**config.mk**
```make
export PLATFORM = sky130hd
export DESIGN_NAME = vrdb_log2
export DESIGN_NICKNAME = d
export VERILOG_FILES = /design/src/hdl/vrdb_pkg.sv /design/src/hdl/vrdb_log2.sv
export SDC_FILE = /design/constraint.sdc
export NUM_CORES = 2
export LEC_CHECK = 0
export ABC_AREA = 0
export BUFFER_PORTS_ARGS = -buffer_cell sky130_fd_sc_hd__buf_2
export CAP_MARGIN = 30
export CORE_ASPECT_RATIO = 1.4
export CORE_MARGIN = 5
export CORE_UTILIZATION = 30
export CTS_BUF_LIST = sky130_fd_sc_hd__clkbuf_8
export DETAILED_ROUTE_END_ITERATION = 10
export GPL_TIMING_DRIVEN = 0
export SETUP_SLACK_MARGIN = 0.3
export SYNTH_ARGS = -nofsm -noshare
export SYNTH_HDL_FRONTEND = slang
export SYNTH_SLANG_ARGS = --single-unit
```
**constraint.sdc**
```tcl
create_clock -name clk_i -period 6.5 [get_ports clk_i]
set_clock_uncertainty 0.05 [all_clocks]
set_input_delay 0.325 -clock clk_i [delete_from_list [all_inputs] [get_ports clk_i]]
set_output_delay 0.325 -clock clk_i [all_outputs]
set_load 0.03 [all_outputs]
```
**src/hdl/vrdb_pkg.sv**
```systemverilog
// vrdb_pkg: shared widths, latencies, status codes, sideband type and the
// mantissa table generator for the voltage ratio to decibels pipeline
// depends on: nothing
`timescale 1ns / 1ps
`default_nettype none

package vrdb_pkg;

  // normalized operand: positive value below 2^31
  localparam int unsigned NORM_W    = 31;
  localparam int unsigned E_W       = 5;
  localparam int unsigned FRAC_BITS = 28;
  // table entries run up to 1.0 in q.28, so one bit more
  localparam int unsigned TBL_W     = FRAC_BITS + 1;
  // log2 value: exponent up to 30 plus a q.28 mantissa
  localparam int unsigned LOG_W     = 33;

  localparam int unsigned LOG_LAT    = 5;
  localparam int unsigned SCALE_LAT  = 3;
  localparam int unsigned PIPE_DEPTH = LOG_LAT + SCALE_LAT;

  // round(2*log10(2) * 2^30)
  localparam int unsigned K_W = 30;
  localparam logic [K_W-1:0] K_LOG10_2X2 = 30'd646456993;

  localparam int unsigned LEVEL_W = 21;
  localparam logic signed [LEVEL_W-1:0] LEVEL_MAX     = 21'sh0FFFFF;
  localparam logic signed [LEVEL_W-1:0] LEVEL_MIN     = 21'sh100000;
  localparam logic signed [LEVEL_W-1:0] LEVEL_ZERO_IN = -21'sd983040;

  typedef enum logic [1:0] {
    ST_NORMAL   = 2'd0,
    ST_ZERO     = 2'd1,
    ST_NEGATIVE = 2'd2,
    ST_BAD_REF  = 2'd3
  } status_e;

  typedef struct packed {
    logic    valid;
    logic    last;
    status_e status;
  } side_t;

  // log2(1 + k/2^bits) in q.28 by repeated squaring with truncation
  function automatic logic [TBL_W-1:0] tbl_entry(input int unsigned k,
                                                 input int unsigned bits);
    logic [63:0]          m;
    logic [FRAC_BITS-1:0] r;
    m = 64'((64'd1 << bits) + 64'(k)) << (30 - bits);
    r = '0;
    if (k >= (32'd1 << bits)) begin
      return TBL_W'(1) << FRAC_BITS;
    end
    for (int i = 0; i < FRAC_BITS; i++) begin
      m = (m * m) >> 30;
      r = r << 1;
      if (m >= (64'd1 << 31)) begin
        r[0] = 1'b1;
        m = m >> 1;
      end
    end
    return TBL_W'(r);
  endfunction

endpackage

`default_nettype wire

```
**src/hdl/vrdb_log2.sv**
```systemverilog
// vrdb_log2: five stage base-2 logarithm of a positive 31-bit value,
// leading one detect, normalize, table read, interpolate, sum
// depends on: vrdb_pkg
`timescale 1ns / 1ps
`default_nettype none

module vrdb_log2 #(
  parameter int unsigned LOG_TABLE_BITS = 6
) (
  input  wire                          clk_i,
  input  wire  [vrdb_pkg::NORM_W-1:0]  x_i,
  output logic [vrdb_pkg::LOG_W-1:0]   log_o
);
  import vrdb_pkg::*;

  localparam int unsigned TBL_N  = 1 << LOG_TABLE_BITS;
  localparam int unsigned IDX_W  = LOG_TABLE_BITS + 1;
  localparam int unsigned REM_W  = NORM_W - LOG_TABLE_BITS;
  localparam int unsigned PROD_W = TBL_W + REM_W;

  // constant mantissa table
  logic [TBL_W-1:0] tbl [TBL_N+1];
  for (genvar k = 0; k <= TBL_N; k++) begin : g_tbl
    localparam logic [TBL_W-1:0] ENTRY = tbl_entry(k, LOG_TABLE_BITS);
    assign tbl[k] = ENTRY;
  end

  logic [E_W-1:0]    e1_d, e1_q, e2_q, e3_q, e4_q;
  logic [NORM_W-1:0] x1_q, f2_d, f2_q;
  logic [E_W-1:0]    sh;
  logic [LOG_TABLE_BITS-1:0] idx;
  logic [IDX_W-1:0]  idx_lo, idx_hi;
  logic [TBL_W-1:0]  lo3_q, diff3_d, diff3_q, lo4_q;
  logic [REM_W-1:0]  rem3_q;
  logic [PROD_W-1:0] prod4_d, prod4_q;
  logic [LOG_W-1:0]  log5_d, log5_q;

  // leading one position
  always_comb begin
    e1_d = '0;
    for (int i = 0; i < NORM_W; i++) begin
      if (x_i[i]) begin
        e1_d = E_W'(i);
      end
    end
  end

  // drop the leading one, keep 31 fraction bits
  assign sh   = E_W'(NORM_W) - e1_q;
  assign f2_d = x1_q << sh;

  assign idx     = f2_q[NORM_W-1 -: LOG_TABLE_BITS];
  assign idx_lo  = {1'b0, idx};
  assign idx_hi  = idx_lo + IDX_W'(1);
  assign diff3_d = tbl[idx_hi] - tbl[idx_lo];

  assign prod4_d = PROD_W'(diff3_q) * PROD_W'(rem3_q);

  assign log5_d = {e4_q, {FRAC_BITS{1'b0}}} + LOG_W'(lo4_q)
                + LOG_W'(prod4_q[PROD_W-1:REM_W]);

  always_ff @(posedge clk_i) begin
    x1_q    <= x_i;
    e1_q    <= e1_d;
    f2_q    <= f2_d;
    e2_q    <= e1_q;
    lo3_q   <= tbl[idx_lo];
    diff3_q <= diff3_d;
    rem3_q  <= f2_q[REM_W-1:0];
    e3_q    <= e2_q;
    prod4_q <= prod4_d;
    lo4_q   <= lo3_q;
    e4_q    <= e3_q;
    log5_q  <= log5_d;
  end

  assign log_o = log5_q;

endmodule

`default_nettype wire

```
==> impl_results.md <==
* Max-slew headroom at between 30% and 40%
* Status: finished, violations left
* Clk Tree Root Cell: clkbuf_8
* Hold crit path type: flop to flop
* First-pass DRT Iterations at 6
* Crit path arrival time at ~8 ns
* Failing checks: setup timing
* Area delta synth->final at 19.1%
* Top_reg_cell synth: dfxtp_1
* Register Area at 5210 µm²
* Length of routed met3 wiring at 9360 µm
* Synth unique cells at between 80 and 90
* Post-route DRC at 0
* Register bit total from synthesis at approximately 250
* Clk slew on worst S/H paths at 0.07 ns
* Mapped Area at 37,400 µm²
* Max incr delay on CP at approximately 0.55 ns
* # rows at approximately 150
* Worst setup margin at -1.07 ns
* ANT nets after route at 0
* CORE AREA at about 120,000 µm²
* CP max-delay cell: fa_1
* Detailed placement HPWL at 137,000 µm
* Fin nets at around 5,600
* Syn avg cell area at roughly 8.5 µm²
* Initial antenna violation count at 5
* TritonCTS clock tree: done
* First-pass GRT wire length at ~240,000 µm
* Starting DRT DRC Count at ~2,500
* Clk sinks at roughly 250
* Largest net degree at the start of global routing at 14
* CP Launch Type: flop
* Synth Area in Compound Gates at about an eighth
* EDFF count, synth at 0
* Chip width at a little over 300 µm
* Post-synthesis xor/xnor area fraction at a little under 2%
* DR WL/cell at 26.7 µm
* Share of cells above drive strength 1 at around 15%
* Worst R2R Path Depth at 25
* Number of buffers created by CTS at 42
* Post-Syn Instances at roughly 4,400
* Asr flop ratio synth at 0%
* DIE AREA at approximately 130,000 µm²
* Worst skew pair latency at between 0.6 and 0.7 ns
* GRT Overall Usage at between 20% and 30%
* FILL cells at 12,838
* Largest family of logic cells by synthesized area: adder cells
* Via Count at 33,618
* Yosys Warn Count at 0
* Worst Tran Pin Value at roughly 1.0 ns
* GRT overflow at 0
* Sequential area share after synthesis at a little over an eighth
* Area of the multi-input gates at around 29,000 µm²
* Post-Synth Simple-Gate Area at roughly 17%
* Highest Signal Layer: met4
* Total routed wirelength at around 170,000 µm
* Met2 WL post-DR at ~84,000 µm
* Setup slack at placement at -2.72 ns
* Req. time, crit path at around 7 ns
* Maximum root-to-sink buffer count at 3
* Final hold slack at 0.246 ns
* Final max-slew violation count at 0
* RSZ-0062 raised after global routing: yes
* Tcrit/Tclk final at 116%
* Final core occ at 35.9%
* Hold-critical path depth at 0
* Net Count, Synth at 5,310
* Die Y at ~430 µm
* Vias in the first global route at about 36,000
* Starting Density at between 30 and 40%
* Max cap viols at 0
* Final setup viols at 28
* Crit path top cell by count: fa_1
* CP endpoint kind: flop
* Final hold vios at 0
* Synth Area in Adders at 42.1%
* Num ports at 65
* Critical path class: flop to flop
* Routability congestion estimate at a little over 1
* Multiplexer share of the synthesized area at under 10%
* Vias per cell at 5.32
* H-tree lvl count at 2
* Critical path fanouts, max at 10
* IO buf count at 64
* Achievable Freq at approximately 0.13 GHz
* Fin crit period at about 7.6 ns
* WL met1 at 54,200 µm
[area by class of cell]
cell class                 count  area share, %
inverter                     754           6.40
antenna                        8         0.0449
clock inverter                24          0.505
tap                         1627           4.57
timing repair buffer         220           3.94
clock buffer                  48           1.48
buffer                       268           5.33
multi-input combinational   3113           66.0
sequential                   254           11.7
[worst max-delay path: cells and delay by family, from the launching register on]
family / cells / cell delay (ns)
and+or+nand+nor: 4 / 0.89
AOI/OAI and AO/OA: 7 / 1.31
adders and majority gates: 8 / 3.79
DFF: 1 / 0.37
buffers and inverters: 6 / 1.02
[routing by layer]
| metal | up-vias | track usage [%] |
|---|---|---|
| li1 | 14432 | - |
| met1 | 16749 | 25.0 |
| met2 | 1665 | 44.4 |
| met3 | 772 | 3.23 |
| met4 | 0 | 23.2 |
| met5 | - | 0 |
[Yosys cell counts, types with 11 or more instances]
cell	n	share of area [%]
a211oi_1	45	0.90
a21o_1	37	0.74
a21oi_1	189	2.5
a221oi_1	11	0.26
a311oi_1	19	0.44
a31oi_1	30	0.50
and2_1	391	6.5
and3_1	16	0.27
buf_1	34	0.34
clkbuf_1	229	2.3
dfxtp_1	254	14
fa_1	619	33
ha_1	270	9.0
inv_1	751	7.5
mux2_2	17	0.51
mux2i_1	38	1.0
nand2_1	554	5.6
nand2b_1	23	0.38
nand3_1	52	0.70
nand4_1	15	0.25
nor2_1	185	1.9
nor2b_1	27	0.45
nor3_1	49	0.66
o211ai_1	45	0.90
o21a_1	16	0.32
o21ai_0	165	2.2
o21ai_1	19	0.25
o21bai_1	14	0.28
o22ai_1	16	0.27
o311ai_0	12	0.28
o31ai_1	14	0.28
xnor2_1	60	1.4
xor2_1	24	0.56
[placed cells by master (no fill, tap or decap), drive strengths merged, types with 13 or more instances in the layout]
cell type	synthesis	layout
inv	753	761
fa	619	619
nand2	554	554
and2	392	392
ha	270	270
clkbuf	229	257
dfxtp	254	254
buf	39	248
a21oi	190	190
nor2	186	186
o21ai	185	185
xnor2	60	60
nand3	52	52
nor3	49	49
a211oi	47	47
o211ai	45	45
mux2i	38	38
a21o	37	37
dlygate4sd3	0	31
a31oi	31	31
nor2b	27	27
xor2	24	24
nand2b	23	23
a311oi	19	19
mux2	17	17
o22ai	16	16
o21a	16	16
and3	16	16
nand4	15	15
o21bai	14	14
o31ai	14	14
o311ai	13	13
[path summary, 6_finish.rpt]
kind              startpoint           to  slack [ns]
setup / recovery  rem3_q[18]  prod4_q[53]       -1.07
hold reg to reg    lo3_q[20]    lo4_q[20]        0.25
setup reg to reg  rem3_q[18]  prod4_q[53]       -1.07
hold / removal     lo3_q[20]    lo4_q[20]        0.25
[sequential cells by signal, summed over array words and instances (netlist names)]
register and flops:
prod4_q 29, rem3_q 25, lo4_q 28, e3_q 5, f2_q 31, x1_q 31, e1_q 5, diff3_q 29
e2_q 5, e4_q 5, lo3_q 28, log_o 33
[cell families (layout without fill, tap and decap cells)]
kind of cell    after synthesis  in the layout
simple gates               1355           1355
xor+xnor                     84             84
buf+inv                    1022           1314
other cells                   0              8
mux                          65             65
flops                       254            254
compound gates              720            720
fa+ha+maj                   889            889
[repair_timing]
action	4_1_cts	5_1_grt
hold buffers	31	0
pin swaps	46	85
setup buffers	74	35
setup endpoints to repair	57	38
hold endpoints to repair	36	0
resized for setup	432	166
[through the flow]
| step | std cells | setup TNS, ns | area, µm² |
|---|---|---|---|
| 2_1_floorplan | 4389 | 0 | 37900 |
| 3_3_place_gp | 6080 | -95.01 | 40300 |
| 3_5_place_dp | 6096 | -87.64 | 40500 |
| 4_1_cts | 6273 | -16.37 | 43800 |
| 5_1_grt | 6309 | -26.71 | 44600 |
| 6_report | 6316 | -20.75 | 44600 |
Power is left out: the tool's default activity adds up to more than one toggle a clock period on the data nets, which glitch-free logic cannot reach.
