--- src/hdl/vrdb_pkg.sv ---
// vrdb_pkg: shared widths, latencies, status codes, sideband type and the
// mantissa table generator for the voltage ratio to decibels pipeline
// depends on: nothing
`timescale 1ns / 1ps
`default_nettype none

package vrdb_pkg;

  // normalized operand: positive value below 2^31
  localparam int unsigned NORM_W    = 31;
  localparam int unsigned E_W       = 5;
  localparam int unsigned FRAC_BITS = 28;
  // table entries run up to 1.0 in q.28, so one bit more
  localparam int unsigned TBL_W     = FRAC_BITS + 1;
  // log2 value: exponent up to 30 plus a q.28 mantissa
  localparam int unsigned LOG_W     = 33;

  localparam int unsigned LOG_LAT    = 5;
  localparam int unsigned SCALE_LAT  = 3;
  localparam int unsigned PIPE_DEPTH = LOG_LAT + SCALE_LAT;

  // round(2*log10(2) * 2^30)
  localparam int unsigned K_W = 30;
  localparam logic [K_W-1:0] K_LOG10_2X2 = 30'd646456993;

  localparam int unsigned LEVEL_W = 21;
  localparam logic signed [LEVEL_W-1:0] LEVEL_MAX     = 21'sh0FFFFF;
  localparam logic signed [LEVEL_W-1:0] LEVEL_MIN     = 21'sh100000;
  localparam logic signed [LEVEL_W-1:0] LEVEL_ZERO_IN = -21'sd983040;

  typedef enum logic [1:0] {
    ST_NORMAL   = 2'd0,
    ST_ZERO     = 2'd1,
    ST_NEGATIVE = 2'd2,
    ST_BAD_REF  = 2'd3
  } status_e;

  typedef struct packed {
    logic    valid;
    logic    last;
    status_e status;
  } side_t;

  // log2(1 + k/2^bits) in q.28 by repeated squaring with truncation
  function automatic logic [TBL_W-1:0] tbl_entry(input int unsigned k,
                                                 input int unsigned bits);
    logic [63:0]          m;
    logic [FRAC_BITS-1:0] r;
    m = 64'((64'd1 << bits) + 64'(k)) << (30 - bits);
    r = '0;
    if (k >= (32'd1 << bits)) begin
      return TBL_W'(1) << FRAC_BITS;
    end
    for (int i = 0; i < FRAC_BITS; i++) begin
      m = (m * m) >> 30;
      r = r << 1;
      if (m >= (64'd1 << 31)) begin
        r[0] = 1'b1;
        m = m >> 1;
      end
    end
    return TBL_W'(r);
  endfunction

endpackage

`default_nettype wire

--- src/hdl/vrdb_scale.sv ---
// vrdb_scale: difference of two logarithms times 2*log10(2), split multiply,
// round half away from zero and saturate to the q5.16 level range
// depends on: vrdb_pkg
`timescale 1ns / 1ps
`default_nettype none

module vrdb_scale (
  input  wire                                clk_i,
  input  wire  [vrdb_pkg::LOG_W-1:0]         log_v_i,
  input  wire  [vrdb_pkg::LOG_W-1:0]         log_r_i,
  output logic signed [vrdb_pkg::LEVEL_W-1:0] level_o
);
  import vrdb_pkg::*;

  localparam int unsigned D_LO_W = 17;
  localparam int unsigned D_HI_W = LOG_W - D_LO_W;
  localparam int unsigned PLO_W  = D_LO_W + K_W;
  localparam int unsigned PHI_W  = D_HI_W + K_W;
  localparam int unsigned SUM_W  = 64;
  localparam int unsigned MAG_W  = 22;
  localparam int unsigned RSH    = 42;

  logic             neg1_q, neg2_q, neg3_q;
  logic [LOG_W-1:0] d1_d, d1_q;
  logic [PLO_W-1:0] plo2_q;
  logic [PHI_W-1:0] phi2_q;
  logic [SUM_W-1:0] sum3;
  logic [MAG_W-1:0] mag3_q;

  assign d1_d = (log_v_i < log_r_i) ? (log_r_i - log_v_i) : (log_v_i - log_r_i);

  assign sum3 = (SUM_W'(phi2_q) << D_LO_W) + SUM_W'(plo2_q)
              + (SUM_W'(1) << (RSH - 1));

  always_ff @(posedge clk_i) begin
    neg1_q <= log_v_i < log_r_i;
    d1_q   <= d1_d;
    neg2_q <= neg1_q;
    plo2_q <= PLO_W'(d1_q[D_LO_W-1:0]) * PLO_W'(K_LOG10_2X2);
    phi2_q <= PHI_W'(d1_q[LOG_W-1:D_LO_W]) * PHI_W'(K_LOG10_2X2);
    neg3_q <= neg2_q;
    mag3_q <= sum3[SUM_W-1 -: MAG_W];
  end

  // saturate, the negative side reaches one step further
  always_comb begin
    if (neg3_q) begin
      if (mag3_q > MAG_W'(1 << (LEVEL_W - 1))) begin
        level_o = LEVEL_MIN;
      end else begin
        level_o = -$signed(mag3_q[LEVEL_W-1:0]);
      end
    end else begin
      if (mag3_q > MAG_W'(LEVEL_MAX)) begin
        level_o = LEVEL_MAX;
      end else begin
        level_o = $signed(mag3_q[LEVEL_W-1:0]);
      end
    end
  end

endmodule

`default_nettype wire

--- config.mk ---
export PLATFORM = sky130hd
export DESIGN_NAME = vrdb_scale
export DESIGN_NICKNAME = d
export VERILOG_FILES = /design/src/hdl/vrdb_pkg.sv /design/src/hdl/vrdb_scale.sv
export SDC_FILE = /design/constraint.sdc
export NUM_CORES = 1
export LEC_CHECK = 0
export ABC_CLOCK_PERIOD_IN_PS = 8900
export BUFFER_PORTS_ARGS = -buffer_cell sky130_fd_sc_hd__buf_2
export CAP_MARGIN = 20
export CORE_ASPECT_RATIO = 1.5
export CORE_UTILIZATION = 38
export DETAILED_ROUTE_END_ITERATION = 7
export PLACE_DENSITY = 0.61
export SLEW_MARGIN = 20
export SYNTH_ARGS = -nofsm -noshare
export SYNTH_HDL_FRONTEND = slang
export SYNTH_SLANG_ARGS = --single-unit
--- constraint.sdc ---
create_clock -name clk_i -period 8.9 [get_ports clk_i]
set_input_delay 1.78 -clock clk_i [delete_from_list [all_inputs] [get_ports clk_i]]
set_output_delay 1.78 -clock clk_i [all_outputs]
set_load 0.01 [all_outputs]
==> results.py, run 1 <==
metrics = {
    "timing": {
        "worst_pin_slew_ns": 0.788,
        "slew_headroom_pct": 46.8,
        "timing.fmax_mhz": 164,
        "hold_viol": 0,
        "setup_viol": 0,
        "finalCritPeriodShare_pct": 68.6,
        "fin_tns_setup_ns": 0,
        "slew_violations": 0,
        "min_period_ns": 6.11,
        "rsz0062_at_grt": "false",
        "timing.final.ws_setup_ns": 2.79,
        "skew_ns": 0.0135,
    },
    "synthesis": {
        "synth-async-reset-ratio_pct": 0,
        "synth_edf_count": 0,
        "synth_top_area_share_pct": 29.6,
        "synthFlopType": "dfxtp_1",
        "ys_types": 72,
        "synth_commonest_cells": "ha_1 (479), inv_1 (453), fa_1 (180), a21oi_1 (139), dfxtp_1 (134)",
        "synth-seq-cells": 134,
        "synth_area_mm2": 0.0203,
        "synth_largest_area_cell": "ha_1",
        "synth_area_leaders": "ha_1 (30%), fa_1 (18%), dfxtp_1 (13%)",
        "synth_area_per_cell_um2": 8.95,
        "yosysSeqAreaShare_pct": 13.2,
        "syn-num-nets": 2989,
        "synth_cells": 2263,
        "synth_warnings": 0,
        "synth_most_common_cell": "ha_1",
    },
    "cells_and_area": {
        "utilization_pct": 41.6,
        "diodes": 0,
        "nets": 3053,
        "fillers": 5270,
        "seq_area_mm2": 0.00268,
        "synthToLayoutAreaGrowth_pct": 8.26,
        "drive_gt1_share_pct": 6.20,
        "multi_input_area_mm2": 0.0157,
    },
    "floorplanning": {
        "io_pins": 88,
        "die_x_um": 191,
        "start_util_pct": 38.4,
        "die_h_um": 285,
        "placementRows": 103,
        "die-area_mm2": 0.0543,
        "core_mm2": 0.0527,
    },
    "min_path": {
        "min_delay_path_depth": 0,
        "hold_class": "reg -> reg",
        "hold_start": "neg2_q",
        "min_delay_worst_endpoint": "neg3_q",
    },
    "grt": {
        "grt_pass1_wl_mm": 83.6,
        "grt_pass1_vias": 16800,
        "grt_max_degree": 43,
        "antenna_found_initial": 0,
        "grt_use_total_pct": 19.3,
        "grt_overflow": 0,
    },
    "clocking": {
        "cts_buffer_depth": 2,
        "tritoncts": "yes",
        "numCtsBuffers": 17,
        "post_cts_buffers": 0,
        "clkSlewWorstSetupHoldPaths_ns": 0.07,
        "root_buffer": "clkbuf_16",
        "h-tree-depth": 4,
        "ctsResizeCount": 0,
        "clock_sinks": 134,
        "worstSkewPairLatency_ns": 0.44,
        "cts_hold_buf": 0,
    },
    "worst_setup_path": {
        "end_kind": "flip-flop",
        "critPathLaunchType": "flip-flop",
        "critPathArrivalTime_ns": 6.47,
        "reg2reg_setup_slack_ns": 2.79,
        "reg2reg_depth": 18,
        "rr_startpoint": "d1_q[6]",
        "required_ns": 9.27,
        "worst_r2r_endpoint": "plo2_q[29]",
        "path_class": "reg -> reg",
        "crit_start": "d1_q[6]",
        "path_max_fanout": 8,
    },
    "place": {
        "hpwl_mm": 43.8,
        "portBuffers": 87,
        "gp_congestion": 0.940,
        "place_ws_ns": 2.85,
    },
    "drt": {
        "drt_iter0_markers": 636,
        "via_per_inst": 5.24,
        "drtAntennaViolNets": 0,
        "wire_per_inst_um": 16.7,
        "finalWirelength_mm": 50.5,
        "first_pass_iters": 5,
        "drcViolationCount": 0,
        "vias": 15800,
    },
    "outcome": {
        "status": "complete, no violations",
    },
    "flow_run": {
        "drv_cap": 0,
    },
}
## worst max-delay path by stage
stage,endpoint,slack (ns),cells past startpoint
after floorplan,phi2_q[41],3.46,21
after global placement,plo2_q[29],2.96,18
after detailed placement,plo2_q[29],2.85,18
after CTS,plo2_q[29],2.80,18
after global routing,plo2_q[40],2.38,20
final,plo2_q[29],2.79,18
## metal layers
layer	global-route usage [%]	up-vias	share of wire (%)
met1	21.3	7699	40
met3	1.51	74	2.0
met2	37.7	252	55
li1	-	7799	-
met4	6.86	0	2.9
met5	0	-	0
## registers in the layout, summed over array words and instances, names as in the netlist
register,flops
d1_q,33
plo2_q,30
neg1_q,1
mag3_q,22
neg2_q,1
neg3_q,1
phi2_q,46
## worst max-delay path: stages (launching register included)
cell	delay (ns)
dfxtp_1	0.64
inv_1	0.18
ha_1	0.35
fa_1	0.51
inv_1	0.04
ha_1	0.34
fa_1	0.49
fa_1	0.54
fa_1	0.50
ha_1	0.23
nor2_1	0.11
o221ai_1	0.14
a21oi_1	0.31
nor3_1	0.18
o21a_1	0.26
or2_2	0.30
a311o_1	0.41
a311oi_1	0.33
xnor2_1	0.15
## placed cells by master, fill, tap and decap left out, types with 42 or more instances in the layout
cell type and n:
fa_1 180, inv_1 453, xnor2_1 70, buf_2 87, a21oi_1 139, nand2_1 98, xor2_1 42, dfxtp_1 134
nor2_1 85, o21ai_0 89, ha_1 479, a21o_1 81
## cell families (layout without fill, tap and decap cells)
family	after synthesis	after routing	synth area share (%)
AO/OA/AOI/OAI	467	467	15.2
buffers and inverters	496	572	9.30
multiplexers	9	9	0.445
XOR/XNOR	112	112	4.84
AND/OR/NAND/NOR	386	386	9.64
flip-flops	134	134	13.2
adder cells (fa/ha/maj)	659	659	47.4
## area by class of cell
class / instances / share of cell area [%]
clock buffer: 18 / 2.00
inverter: 453 / 7.75
clock inverter: 13 / 0.559
timing repair buffer: 88 / 2.02
sequential: 134 / 12.2
tap: 682 / 3.89
multi-input combinational: 1633 / 71.6
## stage by stage
step	hold WS (ns)	area, um^2	std cells
after detailed placement	0.326	21400	2990
after global routing	0.354	21900	3021
after CTS	0.339	21900	3021
final	0.338	21900	3021
after floorplan	0.310	20300	2263
after global placement	0.314	21400	2990
Power of run 1 is not shown: default switching activity piles up to over one toggle a cycle in this logic, so the estimate is an artifact.
==> run 2, diff against run 1 <==
--- a/config.mk
+++ b/config.mk
@@ -5,13 +5,13 @@
 export SDC_FILE = /design/constraint.sdc
 export NUM_CORES = 1
 export LEC_CHECK = 0
-export ABC_CLOCK_PERIOD_IN_PS = 8900
+export ABC_CLOCK_PERIOD_IN_PS = 5500
 export BUFFER_PORTS_ARGS = -buffer_cell sky130_fd_sc_hd__buf_2
 export CAP_MARGIN = 20
 export CORE_ASPECT_RATIO = 1.5
 export CORE_UTILIZATION = 38
 export DETAILED_ROUTE_END_ITERATION = 7
-export PLACE_DENSITY = 0.61
+export PLACE_DENSITY = 0.63
 export SLEW_MARGIN = 20
 export SYNTH_ARGS = -nofsm -noshare
 export SYNTH_HDL_FRONTEND = slang
==> constraint.sdc (replaced) <==
create_clock -name clk_i -period 5.5 [get_ports clk_i]
set_input_delay 1.1 -clock clk_i [delete_from_list [all_inputs] [get_ports clk_i]]
set_output_delay 1.1 -clock clk_i [all_outputs]
set_load 0.01 [all_outputs]
==> results.py, run 2 (synthesized netlist as in run 1, its figures left out) <==
metrics = {
    "outcome": {
        "status": "complete, no violations",
    },
    "worst_setup_path": {
        "path_class": "reg -> reg",
        "critPathLaunchType": "flip-flop",
        "crit_cells": 18,
        "reg2reg_depth": 18,
        "critPathArrivalTime_ns": 5.74,
        "path_max_fanout": 4,
        "end_kind": "flip-flop",
        "worst_r2r_endpoint": "phi2_q[44]",
        "max_stage_delay_ns": 0.53,
        "crit_start": "d1_q[22]",
        "crit_path_cell_trace": "inv_1 > ha_1 > fa_2 > fa_1 > inv_1 > fa_1 > fa_1 > ha_1 > ha_1 > nor2b_1 > or4_1 > o211ai_1 > o2bb2ai_1 > buf_4 > a211oi_2 > o31ai_1 > a21oi_1 > xnor2_1",
        "crit_slowest_cell": "fa_1",
        "rr_startpoint": "d1_q[22]",
        "cp_num_buf_inv": 3,
        "required_ns": 5.88,
        "endpoint": "phi2_q[44]",
        "reg2reg_setup_slack_ns": 0.14,
        "cp_top_family": "adder cells",
    },
    "timing": {
        "setup_viol": 0,
        "worst_pin_slew_ns": 0.811,
        "hold_viol": 0,
        "min_period_ns": 5.36,
        "timing.fmax_mhz": 187,
        "finalCritPeriodShare_pct": 97.4,
        "slew_headroom_pct": 45.3,
        "skew_ns": 0.0154,
        "fin_tns_setup_ns": 0,
        "slew_violations": 0,
    },
    "flow_run": {
        "drv_cap": 0,
    },
    "clocking": {
        "cts_hold_buf": 0,
        "cts_buffer_depth": 2,
        "tritoncts": "yes",
        "numCtsBuffers": 17,
        "root_buffer": "clkbuf_16",
        "clock_sinks": 134,
        "clkSlewWorstSetupHoldPaths_ns": 0.06,
        "h-tree-depth": 4,
        "worstSkewPairLatency_ns": 0.46,
    },
    "cells_and_area": {
        "multi_input_area_mm2": 0.0160,
        "nets": 3150,
        "reg_top3": "phi2_q x46, d1_q x33, plo2_q x30",
        "fillers": 5052,
        "synthToLayoutAreaGrowth_pct": 13.6,
        "stdcell_count": 3119,
        "drive_gt1_share_pct": 12.1,
        "layout_common_cells": "ha_1 (465), inv_1 (451), fa_1 (179)",
        "final_common_cell": "ha_1",
        "largest_reg_flops": 46,
        "fin_area_mm2": 0.0230,
        "diodes": 0,
        "top_register": "phi2_q",
        "seq_area_mm2": 0.00270,
    },
    "place": {
        "portBuffers": 87,
        "placed_area_mm2": 0.0221,
        "dp.cells": 3086,
        "gp_congestion": 0.926,
        "hpwl_mm": 45.7,
    },
    "grt": {
        "grt_pass1_wl_mm": 84.9,
        "grt_use_total_pct": 19.8,
        "grt_max_degree": 43,
        "antenna_found_initial": 0,
        "grt_pass1_vias": 17400,
        "grt_overflow": 0,
    },
    "drt": {
        "wire_per_inst_um": 16.9,
        "finalWirelength_mm": 52.7,
        "vias": 16300,
        "first_pass_iters": 7,
        "drtAntennaViolNets": 0,
        "drcViolationCount": 0,
        "via_per_inst": 5.21,
        "drt_iter0_markers": 653,
    },
    "floorplanning": {
        "io_pins": 88,
        "placementRows": 103,
        "die_h_um": 285,
        "die_x_um": 191,
        "die-area_mm2": 0.0543,
        "start_util_pct": 38.4,
        "core_mm2": 0.0527,
    },
    "min_path": {
        "hold_start": "neg1_q",
        "hold_class": "reg -> reg",
    },
}
## run 2: cell type report
class                   instances  share of cell area, %
flip-flops and latches        134                   11.7
well taps                     682                   3.71
multi-input cells            1633                   69.5
inverters                     453                   7.39
clock inverters                15                  0.685
repair buffers                185                   5.12
clock buffers                  17                   1.85
## run 2: how the worst min path moves through the flow
stage                     endpoint  slack (ns)  depth (start not counted)
after floorplan             neg2_q        0.31                          0
after global placement      neg3_q        0.31                          0
after detailed placement    neg2_q        0.31                          0
after CTS                   neg2_q        0.33                          0
after global routing        neg2_q        0.33                          0
final                       neg2_q        0.33                          0
## run 2: timing repair
item	in CTS	in global routing
setup endpoints to repair	7	29
hold endpoints to repair	0	0
pin swaps	4	26
gates resized for setup	16	47
buffers inserted	0	1
## run 2: through the flow
step / setup slack [ns] / utilization [%] / hold WS (ns)
floorplan: 0.0610 / - / 0.310
global placement: 0.0477 / 41.9 / 0.314
global route: -0.0251 / 43.7 / 0.331
detailed placement: -0.0743 / 41.9 / 0.313
finish: 0.142 / 43.7 / 0.328
CTS: 0.0167 / 43.2 / 0.326
## run 2: worst register-to-register path, delay by kind of cell, from the launching register on
kind,cells,cell delay (ns)
compound gates,5,1.03
simple gates,2,0.68
flops,1,0.36
xor+xnor,1,0.13
buf+inv,3,0.26
fa+ha+maj,7,2.85
## run 2: layer usage
metal	share of wire (%)	wire, um	GRT usage (%)	vias up
met2	54	28600	38.8	333
li1	-	-	-	7995
met3	2.4	1250	2.04	132
met5	0	0	0	-
met4	4.7	2460	9.30	0
met1	39	20400	20.5	7798
Power of run 2 is left out for the same reason.
==> run 3, diff against run 2 <==
--- a/config.mk
+++ b/config.mk
@@ -9,9 +9,9 @@
 export BUFFER_PORTS_ARGS = -buffer_cell sky130_fd_sc_hd__buf_2
 export CAP_MARGIN = 20
 export CORE_ASPECT_RATIO = 1.5
-export CORE_UTILIZATION = 38
+export CORE_UTILIZATION = 59
 export DETAILED_ROUTE_END_ITERATION = 7
-export PLACE_DENSITY = 0.63
+export PLACE_DENSITY = 0.87
 export SLEW_MARGIN = 20
 export SYNTH_ARGS = -nofsm -noshare
 export SYNTH_HDL_FRONTEND = slang
==> results.py, run 3 (synthesized netlist as in run 1, its figures left out) <==
metrics = {
    "timing": {
        "finalCritPeriodShare_pct": 99.7,
        "timing.final.ws_setup_ns": 0.0178,
        "fin_tns_setup_ns": 0,
        "timing.fmax_mhz": 182,
        "slew_violations": 0,
        "worst_pin_slew_ns": 0.725,
        "hold_viol": 0,
        "skew_ns": 0.0110,
        "setup_viol": 0,
        "slew_headroom_pct": 51.3,
        "min_period_ns": 5.48,
    },
    "drt": {
        "finalWirelength_mm": 54.2,
        "wire_per_inst_um": 19.1,
        "drt_iter0_markers": 1075,
        "drtAntennaViolNets": 0,
        "drcViolationCount": 0,
        "vias": 16900,
        "via_per_inst": 5.95,
        "first_pass_iters": 5,
    },
    "cells_and_area": {
        "fin_area_mm2": 0.0227,
        "largest_reg_flops": 46,
        "reg_top3": "phi2_q x46, d1_q x33, plo2_q x30",
        "multi_input_area_mm2": 0.0161,
        "final_common_cell": "ha_1",
        "synthToLayoutAreaGrowth_pct": 12.2,
        "nets": 3137,
        "top_register": "phi2_q",
        "seq_area_mm2": 0.00270,
        "stdcell_count": 2844,
        "fillers": 2440,
        "layout_common_cells": "ha_1 (463), inv_1 (452), fa_1 (177)",
        "drive_gt1_share_pct": 12.4,
    },
    "worst_setup_path": {
        "path_max_fanout": 4,
        "path_class": "reg -> reg",
        "end_kind": "flip-flop",
        "max_stage_delay_ns": 0.56,
        "crit_slowest_cell": "fa_1",
        "critPathLaunchType": "flip-flop",
        "crit_path_cell_trace": "ha_1 > inv_1 > fa_1 > inv_1 > ha_4 > fa_1 > fa_1 > inv_1 > fa_1 > inv_1 > ha_1 > nand3_2 > o221ai_2 > a21oi_2 > buf_4 > buf_4 > nor3b_2 > o21ai_0 > o221ai_1 > a21o_1 > xor2_1",
        "crit_start": "d1_q[5]",
        "cp_top_family": "adder cells",
        "required_ns": 5.88,
        "critPathArrivalTime_ns": 5.86,
        "cp_num_buf_inv": 6,
        "rr_startpoint": "d1_q[5]",
    },
    "grt": {
        "grt_overflow": 0,
        "grt_use_total_pct": 30.4,
        "antenna_found_initial": 1,
        "grt_pass1_wl_mm": 84.8,
        "grt_max_degree": 31,
        "grt_pass1_vias": 17800,
    },
    "floorplanning": {
        "placementRows": 82,
        "core_mm2": 0.0337,
        "die-area_mm2": 0.0351,
        "die_x_um": 153,
        "io_pins": 88,
        "start_util_pct": 60.2,
        "die_h_um": 229,
    },
    "clocking": {
        "cts_buffer_depth": 2,
        "root_buffer": "clkbuf_16",
        "cts_hold_buf": 0,
        "h-tree-depth": 4,
        "clock_sinks": 134,
        "clkSlewWorstSetupHoldPaths_ns": 0.06,
        "tritoncts": "yes",
        "worstSkewPairLatency_ns": 0.45,
        "numCtsBuffers": 17,
    },
    "place": {
        "place_ws_ns": -0.114,
        "gp_congestion": 0.960,
        "dp.cells": 2807,
        "hpwl_mm": 43.6,
        "portBuffers": 87,
        "placed_area_mm2": 0.0216,
    },
    "min_path": {
        "hold_start": "neg1_q",
        "hold_class": "reg -> reg",
    },
    "outcome": {
        "status": "complete, no violations",
    },
    "flow_run": {
        "drv_cap": 0,
    },
}
run 3: cell count changes in the layout (fill, tap and decap cells not counted), moves of 3 or more:
cell,previous run,this run
o21ai_0,86,81
a21oi_1,131,127
inv_6,7,4
a21oi_2,8,11
o21ai_1,5,10
buf_4,96,85
run 3: worst register-to-register path: stages (launching register included):
cell,delay [ns]
dfxtp_2,0.34
ha_1,0.28
inv_1,0.05
fa_1,0.49
inv_1,0.07
ha_4,0.25
fa_1,0.50
fa_1,0.56
inv_1,0.07
fa_1,0.52
inv_1,0.04
ha_1,0.30
nand3_2,0.09
o221ai_2,0.25
a21oi_2,0.11
buf_4,0.16
buf_4,0.14
nor3b_2,0.36
o21ai_0,0.14
o221ai_1,0.32
a21o_1,0.21
xor2_1,0.14
run 3: final timing paths:
kind,to,slack [ns],cells past startpoint
worst max register to register,plo2_q[23],0.02,21
worst min-delay path,neg2_q,0.33,0
worst max-delay path,plo2_q[23],0.02,21
worst min register to register,neg2_q,0.33,0
run 3: final cells by class:
class                      instances  share of cell area, %
multi-input combinational       1633                   70.9
sequential                       134                   11.9
inverter                         453                   7.48
timing repair buffer             172                   4.72
tap                              420                   2.31
clock buffer                      17                   1.87
clock inverter                    14                  0.837
antenna                            1                 0.0110
run 3: stage by stage:
stage               utilization, %  hold slack, ns
finish                        67.5           0.331
global route                  67.5           0.345
CTS                           66.4           0.336
detailed placement            64.3           0.322
global placement              64.3           0.313
floorplan                        -           0.310
run 3: layer usage:
layer  vias to the layer above  wire [um]  track usage, %
li1                       7983          -               -
met5                         -          0               0
met4                         0       4060            20.3
met1                      8030      19100            30.1
met3                       288       2330            3.69
met2                       635      28800            58.6
run 3: what timing repair did:
action / CTS / global route
setup endpoints to repair: 20 / 34
buffers inserted: 1 / 4
resized for setup: 14 / 74
pin swaps: 4 / 40
Power of run 3 is left out for the same reason.
